`src/design/rwlm_pkg.sv`:
```
package rwlm_pkg;

   // sizing of the lock counters and the requester id space
   localparam int unsigned MAX_READERS     = 255;
   localparam int unsigned MAX_DEPTH       = 255;
   localparam int unsigned REQUESTER_COUNT = 256;

   localparam logic [7:0] READER_CAP = (MAX_READERS < 255) ? 8'(MAX_READERS) : 8'd255;
   localparam logic [7:0] DEPTH_CAP  = (MAX_DEPTH < 255) ? 8'(MAX_DEPTH) : 8'd255;

   // operation codes
   localparam logic [3:0] OP_WRITE       = 4'd0;
   localparam logic [3:0] OP_READ        = 4'd1;
   localparam logic [3:0] OP_DONE        = 4'd2;
   localparam logic [3:0] OP_UPGRADE     = 4'd3;
   localparam logic [3:0] OP_DOWNGRADE   = 4'd4;
   localparam logic [3:0] OP_TRY_WRITE   = 4'd5;
   localparam logic [3:0] OP_TRY_READ    = 4'd6;
   localparam logic [3:0] OP_TRY_UPGRADE = 4'd7;
   localparam logic [3:0] OP_SET_REC     = 4'd8;
   localparam logic [3:0] OP_CLEAR_REC   = 4'd9;
   localparam logic [3:0] OP_QUERY       = 4'd10;

   // status codes
   localparam logic [1:0] ST_GRANTED = 2'd0;
   localparam logic [1:0] ST_WAIT    = 2'd1;
   localparam logic [1:0] ST_FAILED  = 2'd2;
   localparam logic [1:0] ST_ERROR   = 2'd3;

   typedef struct packed {
      logic [3:0] operation;
      logic [7:0] requester;
   } req_payload_type;

   typedef struct packed {
      logic [1:0] status;
      logic       wake;
      logic [7:0] readers_now;
      logic       write_claimed;
      logic       upgrade_claimed;
      logic [7:0] depth_now;
      logic       owner_bound;
   } rsp_payload_type;

endpackage

```
`src/design/reader_writer_lock_manager.sv`:
```
// Reader-writer lock manager: keeps one lock with a write claim, an upgrade claim, a
// reader count, a recursion depth and an optional recursive owner. Each request carries
// an operation and a requester id and produces exactly one response with a status
// (granted, must_wait, failed or error), a wake flag and a snapshot of the lock state
// after the request. A request that would block in software instead marks waiters and
// answers must_wait; the requester polls with query. The block sustains one request per
// clock while responses are taken: a request is captured in an input register, and once
// the response register is free or draining, one combinational pass updates the lock
// state and loads the response register. The input register keeps accepting while a
// response is stalled, until both stages are full; the single state-update pass is what
// sets the one-per-cycle figure.
module reader_writer_lock_manager
   import rwlm_pkg::*;
(
   input  logic            clock,
   input  logic            reset,
   input  logic            req_valid,
   output logic            req_ready,
   input  req_payload_type req_payload,
   output logic            rsp_valid,
   input  logic            rsp_ready,
   output rsp_payload_type rsp_payload
);

   // input stage
   logic            in_valid_ff;
   req_payload_type in_ff;

   // response stage
   logic            out_valid_ff;
   rsp_payload_type out_ff;
   rsp_payload_type out_in;

   // lock state
   logic       write_flag_ff,      write_flag_in;
   logic       upgrade_flag_ff,    upgrade_flag_in;
   logic [7:0] reader_count_ff,    reader_count_in;
   logic [7:0] recursion_count_ff, recursion_count_in;
   logic [7:0] owner_id_ff,        owner_id_in;
   logic       owner_valid_ff,     owner_valid_in;
   logic       waiters_ff,         waiters_in;

   logic       advance;
   logic       is_owner;
   logic [1:0] status;
   logic       wake;

   // a request moves on when the response slot is free or being drained
   assign advance   = in_valid_ff && (!out_valid_ff || rsp_ready);
   assign req_ready = !in_valid_ff || advance;
   assign is_owner  = owner_valid_ff && (owner_id_ff == in_ff.requester);

   always_comb begin
      write_flag_in      = write_flag_ff;
      upgrade_flag_in    = upgrade_flag_ff;
      reader_count_in    = reader_count_ff;
      recursion_count_in = recursion_count_ff;
      owner_id_in        = owner_id_ff;
      owner_valid_in     = owner_valid_ff;
      waiters_in         = waiters_ff;
      status             = ST_GRANTED;
      wake               = 1'b0;

      if (32'(in_ff.requester) >= REQUESTER_COUNT) begin
         status = ST_ERROR;
      end else begin
         case (in_ff.operation)
            OP_WRITE: begin
               if (is_owner) begin
                  if (recursion_count_ff < DEPTH_CAP)
                     recursion_count_in = recursion_count_ff + 8'd1;
               end else if (write_flag_ff) begin
                  waiters_in = 1'b1;
                  status     = ST_WAIT;
               end else begin
                  // claim is kept while readers or an upgrade drain
                  write_flag_in = 1'b1;
                  if (reader_count_ff != 8'd0 || upgrade_flag_ff) begin
                     waiters_in = 1'b1;
                     status     = ST_WAIT;
                  end
               end
            end
            OP_READ: begin
               if (!is_owner && (write_flag_ff || upgrade_flag_ff)) begin
                  waiters_in = 1'b1;
                  status     = ST_WAIT;
               end else if (reader_count_ff < READER_CAP) begin
                  reader_count_in = reader_count_ff + 8'd1;
               end
            end
            OP_DONE: begin
               if (reader_count_ff != 8'd0)
                  reader_count_in = reader_count_ff - 8'd1;
               else if (recursion_count_ff != 8'd0)
                  recursion_count_in = recursion_count_ff - 8'd1;
               else if (upgrade_flag_ff)
                  upgrade_flag_in = 1'b0;
               else
                  write_flag_in = 1'b0;
               wake       = waiters_ff;
               waiters_in = 1'b0;
            end
            OP_UPGRADE: begin
               // the read lock is dropped first in every case
               if (reader_count_ff != 8'd0)
                  reader_count_in = reader_count_ff - 8'd1;
               if (is_owner) begin
                  if (recursion_count_ff < DEPTH_CAP)
                     recursion_count_in = recursion_count_ff + 8'd1;
               end else if (upgrade_flag_ff) begin
                  wake       = waiters_ff;
                  waiters_in = 1'b0;
                  status     = ST_FAILED;
               end else begin
                  upgrade_flag_in = 1'b1;
                  if (reader_count_in != 8'd0) begin
                     waiters_in = 1'b1;
                     status     = ST_WAIT;
                  end
               end
            end
            OP_DOWNGRADE: begin
               if (reader_count_ff < READER_CAP)
                  reader_count_in = reader_count_ff + 8'd1;
               if (recursion_count_ff != 8'd0)
                  recursion_count_in = recursion_count_ff - 8'd1;
               else if (upgrade_flag_ff)
                  upgrade_flag_in = 1'b0;
               else
                  write_flag_in = 1'b0;
               wake       = waiters_ff;
               waiters_in = 1'b0;
            end
            OP_TRY_WRITE: begin
               if (is_owner) begin
                  if (recursion_count_ff < DEPTH_CAP)
                     recursion_count_in = recursion_count_ff + 8'd1;
               end else if (write_flag_ff || upgrade_flag_ff || reader_count_ff != 8'd0) begin
                  status = ST_FAILED;
               end else begin
                  write_flag_in = 1'b1;
               end
            end
            OP_TRY_READ: begin
               if (!is_owner && (write_flag_ff || upgrade_flag_ff))
                  status = ST_FAILED;
               else if (reader_count_ff < READER_CAP)
                  reader_count_in = reader_count_ff + 8'd1;
            end
            OP_TRY_UPGRADE: begin
               if (is_owner) begin
                  if (reader_count_ff != 8'd0)
                     reader_count_in = reader_count_ff - 8'd1;
                  if (recursion_count_ff < DEPTH_CAP)
                     recursion_count_in = recursion_count_ff + 8'd1;
               end else if (upgrade_flag_ff) begin
                  status = ST_FAILED;
               end else begin
                  upgrade_flag_in = 1'b1;
                  if (reader_count_ff != 8'd0)
                     reader_count_in = reader_count_ff - 8'd1;
                  if (reader_count_in != 8'd0) begin
                     waiters_in = 1'b1;
                     status     = ST_WAIT;
                  end
               end
            end
            OP_SET_REC: begin
               // binding needs a write claim and no other bound owner
               if (!write_flag_ff ||
                   (owner_valid_ff && owner_id_ff != in_ff.requester)) begin
                  status = ST_ERROR;
               end else begin
                  owner_id_in    = in_ff.requester;
                  owner_valid_in = 1'b1;
               end
            end
            OP_CLEAR_REC: begin
               if (!is_owner)
                  status = ST_ERROR;
               else if (recursion_count_ff == 8'd0)
                  owner_valid_in = 1'b0;
            end
            OP_QUERY: begin
               status = ST_GRANTED;
            end
            default: begin
               status = ST_ERROR;
            end
         endcase
      end

      out_in.status          = status;
      out_in.wake            = wake;
      out_in.readers_now     = reader_count_in;
      out_in.write_claimed   = write_flag_in;
      out_in.upgrade_claimed = upgrade_flag_in;
      out_in.depth_now       = recursion_count_in;
      out_in.owner_bound     = owner_valid_in;
   end

   // control and lock state
   always_ff @(posedge clock) begin
      if (reset) begin
         in_valid_ff        <= 1'b0;
         out_valid_ff       <= 1'b0;
         write_flag_ff      <= 1'b0;
         upgrade_flag_ff    <= 1'b0;
         reader_count_ff    <= 8'd0;
         recursion_count_ff <= 8'd0;
         owner_id_ff        <= 8'd0;
         owner_valid_ff     <= 1'b0;
         waiters_ff         <= 1'b0;
      end else begin
         if (req_ready)
            in_valid_ff <= req_valid;
         if (advance) begin
            out_valid_ff       <= 1'b1;
            write_flag_ff      <= write_flag_in;
            upgrade_flag_ff    <= upgrade_flag_in;
            reader_count_ff    <= reader_count_in;
            recursion_count_ff <= recursion_count_in;
            owner_id_ff        <= owner_id_in;
            owner_valid_ff     <= owner_valid_in;
            waiters_ff         <= waiters_in;
         end else if (rsp_ready) begin
            out_valid_ff <= 1'b0;
         end
      end
   end

   // payload registers
   always_ff @(posedge clock) begin
      if (req_ready && req_valid)
         in_ff <= req_payload;
      if (advance)
         out_ff <= out_in;
   end

   assign rsp_valid   = out_valid_ff;
   assign rsp_payload = out_ff;

   // a pending response always mirrors the current lock state
   a_rsp_mirrors_state: assert property (@(posedge clock) disable iff (reset)
      out_valid_ff |-> (out_ff.readers_now == reader_count_ff &&
                        out_ff.depth_now == recursion_count_ff &&
                        out_ff.write_claimed == write_flag_ff &&
                        out_ff.upgrade_claimed == upgrade_flag_ff &&
                        out_ff.owner_bound == owner_valid_ff))
      else $error("response snapshot differs from lock state");

   // binding an owner only happens under a write claim
   a_bind_needs_write: assert property (@(posedge clock) disable iff (reset)
      $rose(owner_valid_ff) |-> $past(write_flag_ff))
      else $error("recursive owner bound without write claim");

   // nonzero depth keeps the owner binding
   a_depth_keeps_owner: assert property (@(posedge clock) disable iff (reset)
      recursion_count_ff != 8'd0 |-> owner_valid_ff)
      else $error("recursion depth without bound owner");

   // a reported wake consumes the waiting mark
   a_wake_clears_mark: assert property (@(posedge clock) disable iff (reset)
      (advance && out_in.wake) |=> !waiters_ff)
      else $error("waiting mark survived a wake");

   // reader count stays within its cap
   a_reader_cap: assert property (@(posedge clock) disable iff (reset)
      reader_count_ff <= READER_CAP)
      else $error("reader count above cap");

endmodule
```
`config.mk`:
```
export PLATFORM = sky130hd
export DESIGN_NAME = reader_writer_lock_manager
export DESIGN_NICKNAME = d
export VERILOG_FILES = /design/src/design/rwlm_pkg.sv /design/src/design/reader_writer_lock_manager.sv
export SDC_FILE = /design/constraint.sdc
export NUM_CORES = 1
export LEC_CHECK = 0
export BUFFER_PORTS_ARGS = -buffer_cell sky130_fd_sc_hd__buf_2
export CORE_ASPECT_RATIO = 0.75
export CORE_UTILIZATION = 35
export CTS_CLUSTER_DIAMETER = 150
export CTS_CLUSTER_SIZE = 8
export DETAILED_ROUTE_END_ITERATION = 8
export GPL_ROUTABILITY_DRIVEN = 1
export GPL_TIMING_DRIVEN = 1
export HOLD_SLACK_MARGIN = 0.03
export SETUP_SLACK_MARGIN = 0.5
export SLEW_MARGIN = 20
export SYNTH_ARGS = -nofsm -noshare
export SYNTH_HDL_FRONTEND = slang
export SYNTH_SLANG_ARGS = --single-unit
export TNS_END_PERCENT = 10
```
`constraint.sdc`:
```
create_clock -name clock -period 4.51 [get_ports clock]
set_input_delay 0.451 -clock clock [delete_from_list [all_inputs] [get_ports clock]]
set_output_delay 0.451 -clock clock [all_outputs]
set_load 0.005 [all_outputs]
```
Word-level counts from Yosys, hierarchy flattened
Cells that the tools add are included.
- reductions and logical operators: 30
- mux-type cells: 62
- equal/unequal tests: 20
- add/subtract/negate cells: 4
- order comparisons: 2
- bitwise operators: 1
- operator list (kind ; number):
    $mux 8 ; 13
    $pmux 8 s5 ; 1
    $mux 1 ; 32
    $reduce_bool 8->1 ; 4
    $pmux 8 s3 ; 1
    $mux 2 ; 9
    $pmux 2 s9 ; 1
    $add 8x1->8 const B ; 2
    $eq 4x3->1 const B ; 4
    $lt 8x8->1 const B ; 2
    $sub 8x1->8 const B ; 2
    $eq 4x4->1 const B ; 3
    $ne 2x2->1 const B ; 6
    $reduce_and 10->1 ; 1
    $eq 4x2->1 const B ; 2
    $eq 8x8->1 ; 1
    $logic_not 8->1 ; 1
    $ne 8x8->1 ; 1
    $logic_or 1x1->1 ; 6
    $ne 3x3->1 const B ; 2
    $reduce_or 2->1 ; 3
    $logic_and 1x1->1 ; 5
    $pmux 1 s5 ; 1
    $reduce_bool 5->1 ; 1
    other kinds (11) ; 15
- input port bits: 16
- flip-flop bits (word level): 64

Logic depth before layout (Yosys ltp)
Gate-level depths: netlist (run 1).
- word-level depth: 10
- gate-level depth with buffers: 9
- gate-level depth less buffers: 8

Least setup slack after synthesis (run 1)
Ideal clock, no wire load.
- path kind: flip-flop to flip-flop
- start: reg reader_count_ff[0]
- end: reg recursion_count_ff[4]
- required time: 4.391 ns
- path buffers: 1
- setup time: 0.119 ns
- arrival: 2.325 ns
- slack: 2.066 ns
- stages on the path, launching flop included: 10
- clock period less this slack: 2.444 ns
- cells stage by stage: dfxtp_1 -> clkbuf_1 -> inv_1 -> ha_1 -> or3b_2 -> nor3_1 -> mux2i_1 -> o221a_2 -> nand3_2 -> o221a_2
- word-level cells in the longest chain between the ends: 3
- ends and longest elaborated chain (element ; line ; RTL):
    from (decl) ; reader_writer_lock_manager.sv:37 ; logic [7:0] reader_count_ff, reader_count_in;
    from (signal assigned) ; reader_writer_lock_manager.sv:222 ; reader_count_ff <= reader_count_in;
    $reduce_bool 8->1 ; reader_writer_lock_manager.sv:93 ; if (reader_count_ff != 8'd0)
    $mux 8 ; reader_writer_lock_manager.sv:93 ;
    $pmux 8 s3 ; reader_writer_lock_manager.sv:67 ; case (in_ff.operation)
    to (signal assigned) ; reader_writer_lock_manager.sv:223 ; recursion_count_ff <= recursion_count_in;
    to (decl) ; reader_writer_lock_manager.sv:38 ; logic [7:0] recursion_count_ff, recursion_count_in;
No other way between the ends.
A chain may end at the register's enable or synchronous reset.

Worst setup path after layout (run 1)
- start: reg reader_count_ff[0]
- end: reg out_ff, in the netlist rsp_payload[13] (data pin)
- word-level cells in the longest chain between the ends: 8
- elaborated cells on any way between the ends: 14
- ends and longest elaborated chain (element ; line ; RTL):
    $sub 8x1->8 or $reduce_bool 8->1 (tied branches) ; n/a ;
    $mux 8 ; n/a ;
    $mux 8 ; reader_writer_lock_manager.sv:157 ; end else if (upgrade_flag_ff) begin
    $mux 8 ; reader_writer_lock_manager.sv:152 ; if (is_owner) begin
    $mux 8 ; reader_writer_lock_manager.sv:67 ;
    $mux 8 ; reader_writer_lock_manager.sv:157 ;
    $mux 8 ; reader_writer_lock_manager.sv:152 ;
    $pmux 8 s5 * ; reader_writer_lock_manager.sv:67 ;
    named net reader_count_in[2] ; reader_writer_lock_manager.sv:37 ;
    to (signal assigned) ; reader_writer_lock_manager.sv:238 ; out_ff <= out_in;
    to (decl) ; reader_writer_lock_manager.sv:31 ; rsp_payload_type out_ff;
Mark *: on every way through the listed nets, which the timed path passes. The rest lies on a longest branch. The select of a mux whose other input is x is not followed.

==> impl_results.md, run 1 <==
- Status: complete, no violations
- Commonest non-fill, non-tap cell in the layout: nor2_1
- Critical path class: flip-flop to flip-flop
- CP max stage delay: 440 ps
- Critical Path, Cell by Cell: inv_1 -> ha_1 -> nor3b_2 -> nand2_2 -> and2_1 -> a31o_1 -> a221oi_1 -> nor2_1
- Final count of pins violating max slew: 0
- Most frequent cells in the layout: 49 x nor2_1, 39 x buf_2, 34 x edfxtp_1
- Total Wirelength: between 10,000 and 15,000 µm
- Worst EP required: around 4600 ps
- Die Ht: a little under 100 µm
- PostCTS Resize Cnt: 0
- Cell taking the most area after synthesis: edfxtp_1
- H-tree lvl count: 3
- CP endpoint kind: flip-flop
- Buffer depth of the longest clock path: 2
- DR vias: 3,827
- Tot GR Track Use: 19.7%
- Num CTS Buffers: 9
- Pre-CTS setup slack: 1670 ps
- Asr flop ratio synth: 0%
- Final Cycle Share: 63.3%
- Cells after synthesis: between 400 and 500
- Filler Cells Inserted: approximately 1,200
- Initial antenna violation count: 0
- RSZ-0062 raised after global routing: no
- Synth Cell Area: about 0.0042 mm²
- Worst vdd ir: 0.191 mV
- Worst-Margin Slew: approximately 940 ps
- Setup_tns: 0 ps
- First-pass DRT Iterations: 5
- Area of the core: 0.0117 mm²
- Detailed Place HPWL: 8410 µm
- Clock sinks: 64
- Clk_lat worst skew: between 300 and 400 ps
- Crit path DAT: around 3000 ps
- Number of global-route vias before repair: about 3,600
- Synthesized flop and latch total: 64
- Post-CTS Setup Repair Bufs: 0
- Gate power share: ~15%
- Share of post-route cells with drive strength above 1: between 15 and 20%
- Synth top area share: between 20 and 25%
- Global-route wire length before repair: 19,000 µm
- Largest net degree at the start of global routing: 29
- Area contributors post-synth: edfxtp_1 24%, dfxtp_1 14%, nor2_1 4.3%
- Slew headroom: 37.1%
- Fmax: around 350 MHz
- IO Pins: 40
- Final Worst Setup Slack: roughly 1700 ps
- Initial DRC count: roughly 290
- CTS tree: yes
- Seq/Total Area, Yosys: a little under two fifths
- Clk pin slew, worst setup/hold paths: around 60 ps
- Post-layout min period: between 2000 and 3000 ps
- Gpl congestion: 0.904
- FF+latch area: roughly 0.0016 mm²
- Max Cap Viol: 0
- P&R area growth vs syn: 13.1%
- Sw Share: about 28%
- Via/cell ratio: 5.83
- Endpoints failing setup: 0
- Root Buffer: clkbuf_16
- Max Clock Skew: around 7.0 ps
- Final hold viol count: 0
- NetSw: around 0.44 mW
- Diode count: 0
- Nets: between 500 and 600
- Internal power: 1.16 mW
- Distinct cells, synth: 78
- Setup crit start kind: flip-flop
- Cts hold-fix bufs: 0
- Buffers on Ports: 39
- Ys Warns: 0
- Post-synth top flop: edfxtp_1
- Grt ovf: 0
- HP Class: input pin to flip-flop
- Clock share of power: 42.5%
- Crit-path max FO: 12
- Drt drc: 0
- Slowest CP cell: dfxtp_1
- Die Width: ~130 µm
- Avg Inst Size Synth: 9.03 µm²
- Sequential cell fraction of total power: a little over two fifths
- Syn nets: between 400 and 500
- Area of the multi-input gates: between 0.002 and 0.0025 mm²
- Power per cell area: approximately 340 mW/mm²
- Lkg Pwr: about 1.8 nW
- Initial core utilization: between 30% and 40%
- Num rows: 34
- Routed WL per cell: between 15 and 20 µm
- Number of synthesized flops with an enable pin: 34
- Post-route ant nets: 0
- Die area: 0.0125 mm²
[Yosys cell counts, types with 4 or more instances]
cell type and instances:
nor2_1 49, edfxtp_1 34, nand2_1 32, dfxtp_1 30, o21ai_0 28, a21oi_1 22
nand3_1 19, clkbuf_1 17, a31oi_1 13, inv_1 13, mux2i_1 13, buf_2 12
nor3_1 12, and3_1 11, a211oi_1 8, nand2b_1 7, nor2b_1 7, and2_1 6
and4_1 6, ha_1 6, o211ai_1 6, o31a_1 6, xor2_1 6, nand4_1 5
xnor2_1 5, a21o_1 4, o21a_1 4
[worst paths after layout]
path                            cells after the start               start         endpoint  slack [ps]
worst min-delay path                                1      req_payload[9]         in_ff[9]         290
worst max register to register                      8  reader_count_ff[0]  rsp_payload[13]        1650
worst max-delay path                                8  reader_count_ff[0]  rsp_payload[13]        1650
worst min register to register                      2      owner_id_ff[6]   owner_id_ff[6]         520
[cells by family after synthesis]
kind of cell | share of synthesized area [%]
flip-flops | 38.3
AO/OA/AOI/OAI | 23.0
XOR/XNOR | 2.27
adder cells (fa/ha/maj) | 1.77
buffers and inverters | 4.61
AND/OR/NAND/NOR | 26.2
multiplexers | 3.87
[through the flow]
stage               utilization [%]  area, µm²  power (mW)  instances  hold slack, ps
global placement               38.5       4500       0.931        640             496
global route                   41.0       4790        1.68        656             275
CTS                            41.0       4790        1.62        656             281
floorplan                         -       4240       0.860        469             481
detailed placement             38.5       4500       0.932        640             508
finish                         41.0       4790        1.61        656             288
[layout make-up]
cell class / count / area share (%)
multi-input combinational: 360 / 50.5
sequential: 64 / 33.8
clock buffer: 10 / 4.78
timing repair buffer: 41 / 4.39
tap: 162 / 4.23
clock inverter: 6 / 1.28
inverter: 13 / 1.02
[metal layers]
metal | wire (µm) | up-vias | global-route usage (%)
met1 | 5840 | 1853 | 28.6
met4 | 266 | 0 | 5.79
met3 | 749 | 24 | 5.23
met2 | 4850 | 120 | 28.1
li1 | - | 1830 | -
met5 | 0 | - | 0
[worst max-delay path: cells and delay by family (launching register included)]
kind	cells	cell delay [ps]
and+or+nand+nor	4	950
DFF	1	440
adders and majority gates	1	270
AOI/OAI and AO/OA	2	640
buffers and inverters	1	270
[power groups by stage]
stage                     Sequential [mW]  Combinational [mW]  Clock, mW
final                               0.679               0.245      0.683
after global placement              0.691               0.240          0
after detailed placement            0.690               0.242          0
after global routing                0.684               0.271      0.722
after CTS                           0.678               0.243      0.696
after floorplan                     0.666               0.194          0
[sequential cells by signal, summed over array words and instances, names as in the netlist]
register	count
in_ff	12
in_valid_ff	1
owner_id_ff	8
owner_valid_ff	1
reader_count_ff	8
recursion_count_ff	8
rsp_payload	22
rsp_valid	1
upgrade_flag_ff	1
waiters_ff	1
write_flag_ff	1
(Power assumes the default switching activity.)
==> run 2, diff against run 1 <==
Clock period 4.51 ns to 3 ns, I/O delays scaled along.
==> run 2 against run 1 <==
Compared with the run above:
- final area up 3.8%
- largest power group unchanged
- setup slack worse by 1100 ps
- clock power rose by 52%
- flip-flop and latch count did not move
- maximum frequency grew 18%
- via count rose by 0.99%
- register-to-register slack worse by 1100 ps
- total power increased by 53%
==> impl_results.md, run 2 (synthesis gave the netlist of run 1 again) <==
- Buffer depth of the longest clock path: 2
- Max FFs per register: 22
- Metal1 wirelength: 5760 µm
- Number of global-route vias before repair: between 3,000 and 4,000
- Lkg Pwr: roughly 1.9 nW
- Post-route ant nets: 0
- Worst vdd ir: roughly 0.26 mV
- Drt drc: 0
- CP endpoint kind: flip-flop
- Diode count: 0
- Fin area: between 0.004 and 0.005 mm²
- Routed WL per cell: between 15 and 20 µm
- Most frequent cells in the layout: 49 x nor2_1, 39 x buf_2, 34 x edfxtp_1
- Status: complete, no violations
- Fmax: approximately 410 MHz
- H-tree lvl count: 3
- Gpl congestion: 0.911
- Num CTS Buffers: 9
- Crit path DAT: 2520 ps
- Total Wirelength: around 12,000 µm
- Detailed Place HPWL: about 8500 µm
- Clock sinks: 64
- HP Class: input pin to flip-flop
- DR WL met2: just under 5000 µm
- Final count of pins violating max slew: 0
- Share of post-route cells with drive strength above 1: 21.5%
- Max Cap Viol: 0
- Root Buffer: clkbuf_16
- DR vias: 3,865
- Slew headroom: ~62%
- First-pass DRT Iterations: 5
- Gate power share: 16.5%
- Global-route wire length before repair: between 15,000 and 20,000 µm
- Dpl cell area: roughly 0.0046 mm²
- Area of the core: 0.0117 mm²
- Grt ovf: 0
- Setup_tns: 0 ps
- Final hold viol count: 0
- Sequential cell fraction of total power: between 40% and 50%
- Endpoints failing setup: 0
- Num rows: 34
- Clk_lat worst skew: 340 ps
- DR top layer: met4
- Die Ht: just under 100 µm
- Power per cell area: 493 mW/mm²
- Largest net degree at the start of global routing: 24
- IO Pins: 40
- Setup crit start kind: flip-flop
- Internal power: 1.77 mW
- CTS tree: yes
- Max Clock Skew: between 6 and 7 ps
- Sw Share: 27.7%
- Buffers on Ports: 39
- Pre-CTS setup slack: roughly 340 ps
- Via/cell ratio: about 5.7
- NetSw: about 0.68 mW
- Cts hold-fix bufs: 0
- Post-layout min period: roughly 2400 ps
- Critical path class: flip-flop to flip-flop
- Worst-Margin Slew: around 570 ps
- Final Worst Setup Slack: approximately 570 ps
- Commonest non-fill, non-tap cell in the layout: nor2_1
- Initial antenna violation count: 0
- Initial DRC count: 495
- Tot GR Track Use: about a fifth
- Met3 wire len: about 800 µm
- Nets: roughly 530
- Final Cycle Share: a little over 80%
- Clock share of power: a little over two fifths
- Initial core utilization: between 30% and 40%
- Worst EP required: a little over 3000 ps
- Crit-path max FO: 10
- RSZ-0062 raised after global routing: yes
- P&R area growth vs syn: 17.5%
- Die area: 0.0125 mm²
- Clk pin slew, worst setup/hold paths: approximately 60 ps
- Die Width: between 100 and 150 µm
-- run 2: cell count changes in the layout (fill, tap and decap cells not counted), sizes merged --
cell	change
clkinvlp	+1
clkbuf	-1
buf	+17
-- run 2: metal layers --
| layer | GRT usage, % | up-vias |
|---|---|---|
| li1 | - | 1861 |
| met1 | 28.7 | 1835 |
| met2 | 27.8 | 151 |
| met3 | 4.30 | 18 |
| met4 | 5.79 | 0 |
| met5 | 0 | - |
-- run 2: path summary, 6_finish.rpt --
path	start	endpoint	slack, ps	depth (start not counted)
worst max-delay path	reader_count_ff[1]	rsp_payload[15]	570	8
worst min-delay path	req_payload[6]	in_ff[6]	140	1
worst max register to register	reader_count_ff[1]	rsp_payload[15]	570	8
worst min register to register	in_valid_ff	rsp_valid	510	2
-- run 2: power by group through the flow --
stage	Sequential [mW]	Combinational (mW)	Clock (mW)
2_1_floorplan	1.00	0.291	0
3_3_place_gp	1.03	0.385	0
3_5_place_dp	1.03	0.387	0
4_1_cts	1.01	0.390	1.06
5_1_grt	1.02	0.448	1.10
6_report	1.01	0.405	1.04
-- run 2: layout make-up --
| class | count | area, µm² |
|---|---|---|
| Sequential cell | 64 | 1620 |
| Clock buffer | 9 | 225 |
| Inverter | 13 | 48.8 |
| Tap cell | 162 | 203 |
| Fill cell | 1134 | 6720 |
| Timing Repair Buffer | 58 | 350 |
| Clock inverter | 7 | 72.6 |
| Multi-Input combinational cell | 360 | 2450 |
-- run 2: critical path, stage by stage, from the launching register on --
cell and delay, ps:
dfxtp_1 420, inv_1 130, ha_1 240, nor3b_4 340, nand2_4 150, and2_1 190, a31o_1 240, a32o_1 290
or2_1 200
-- run 2: per-stage QoR --
step	hold WS (ps)	utilization (%)	total power [mW]	std cells
after floorplan	399	-	1.29	469
after global placement	477	39.4	1.41	653
after detailed placement	478	39.4	1.41	653
after CTS	126	42.1	2.46	669
after global routing	121	42.5	2.56	673
final	136	42.5	2.45	673
-- run 2: what timing repair did --
action | CTS | global route
endpoints found under the setup margin | 10 | 35
buffers inserted | 0 | 4
resized for setup | 3 | 7
hold endpoints to repair | 0 | 0
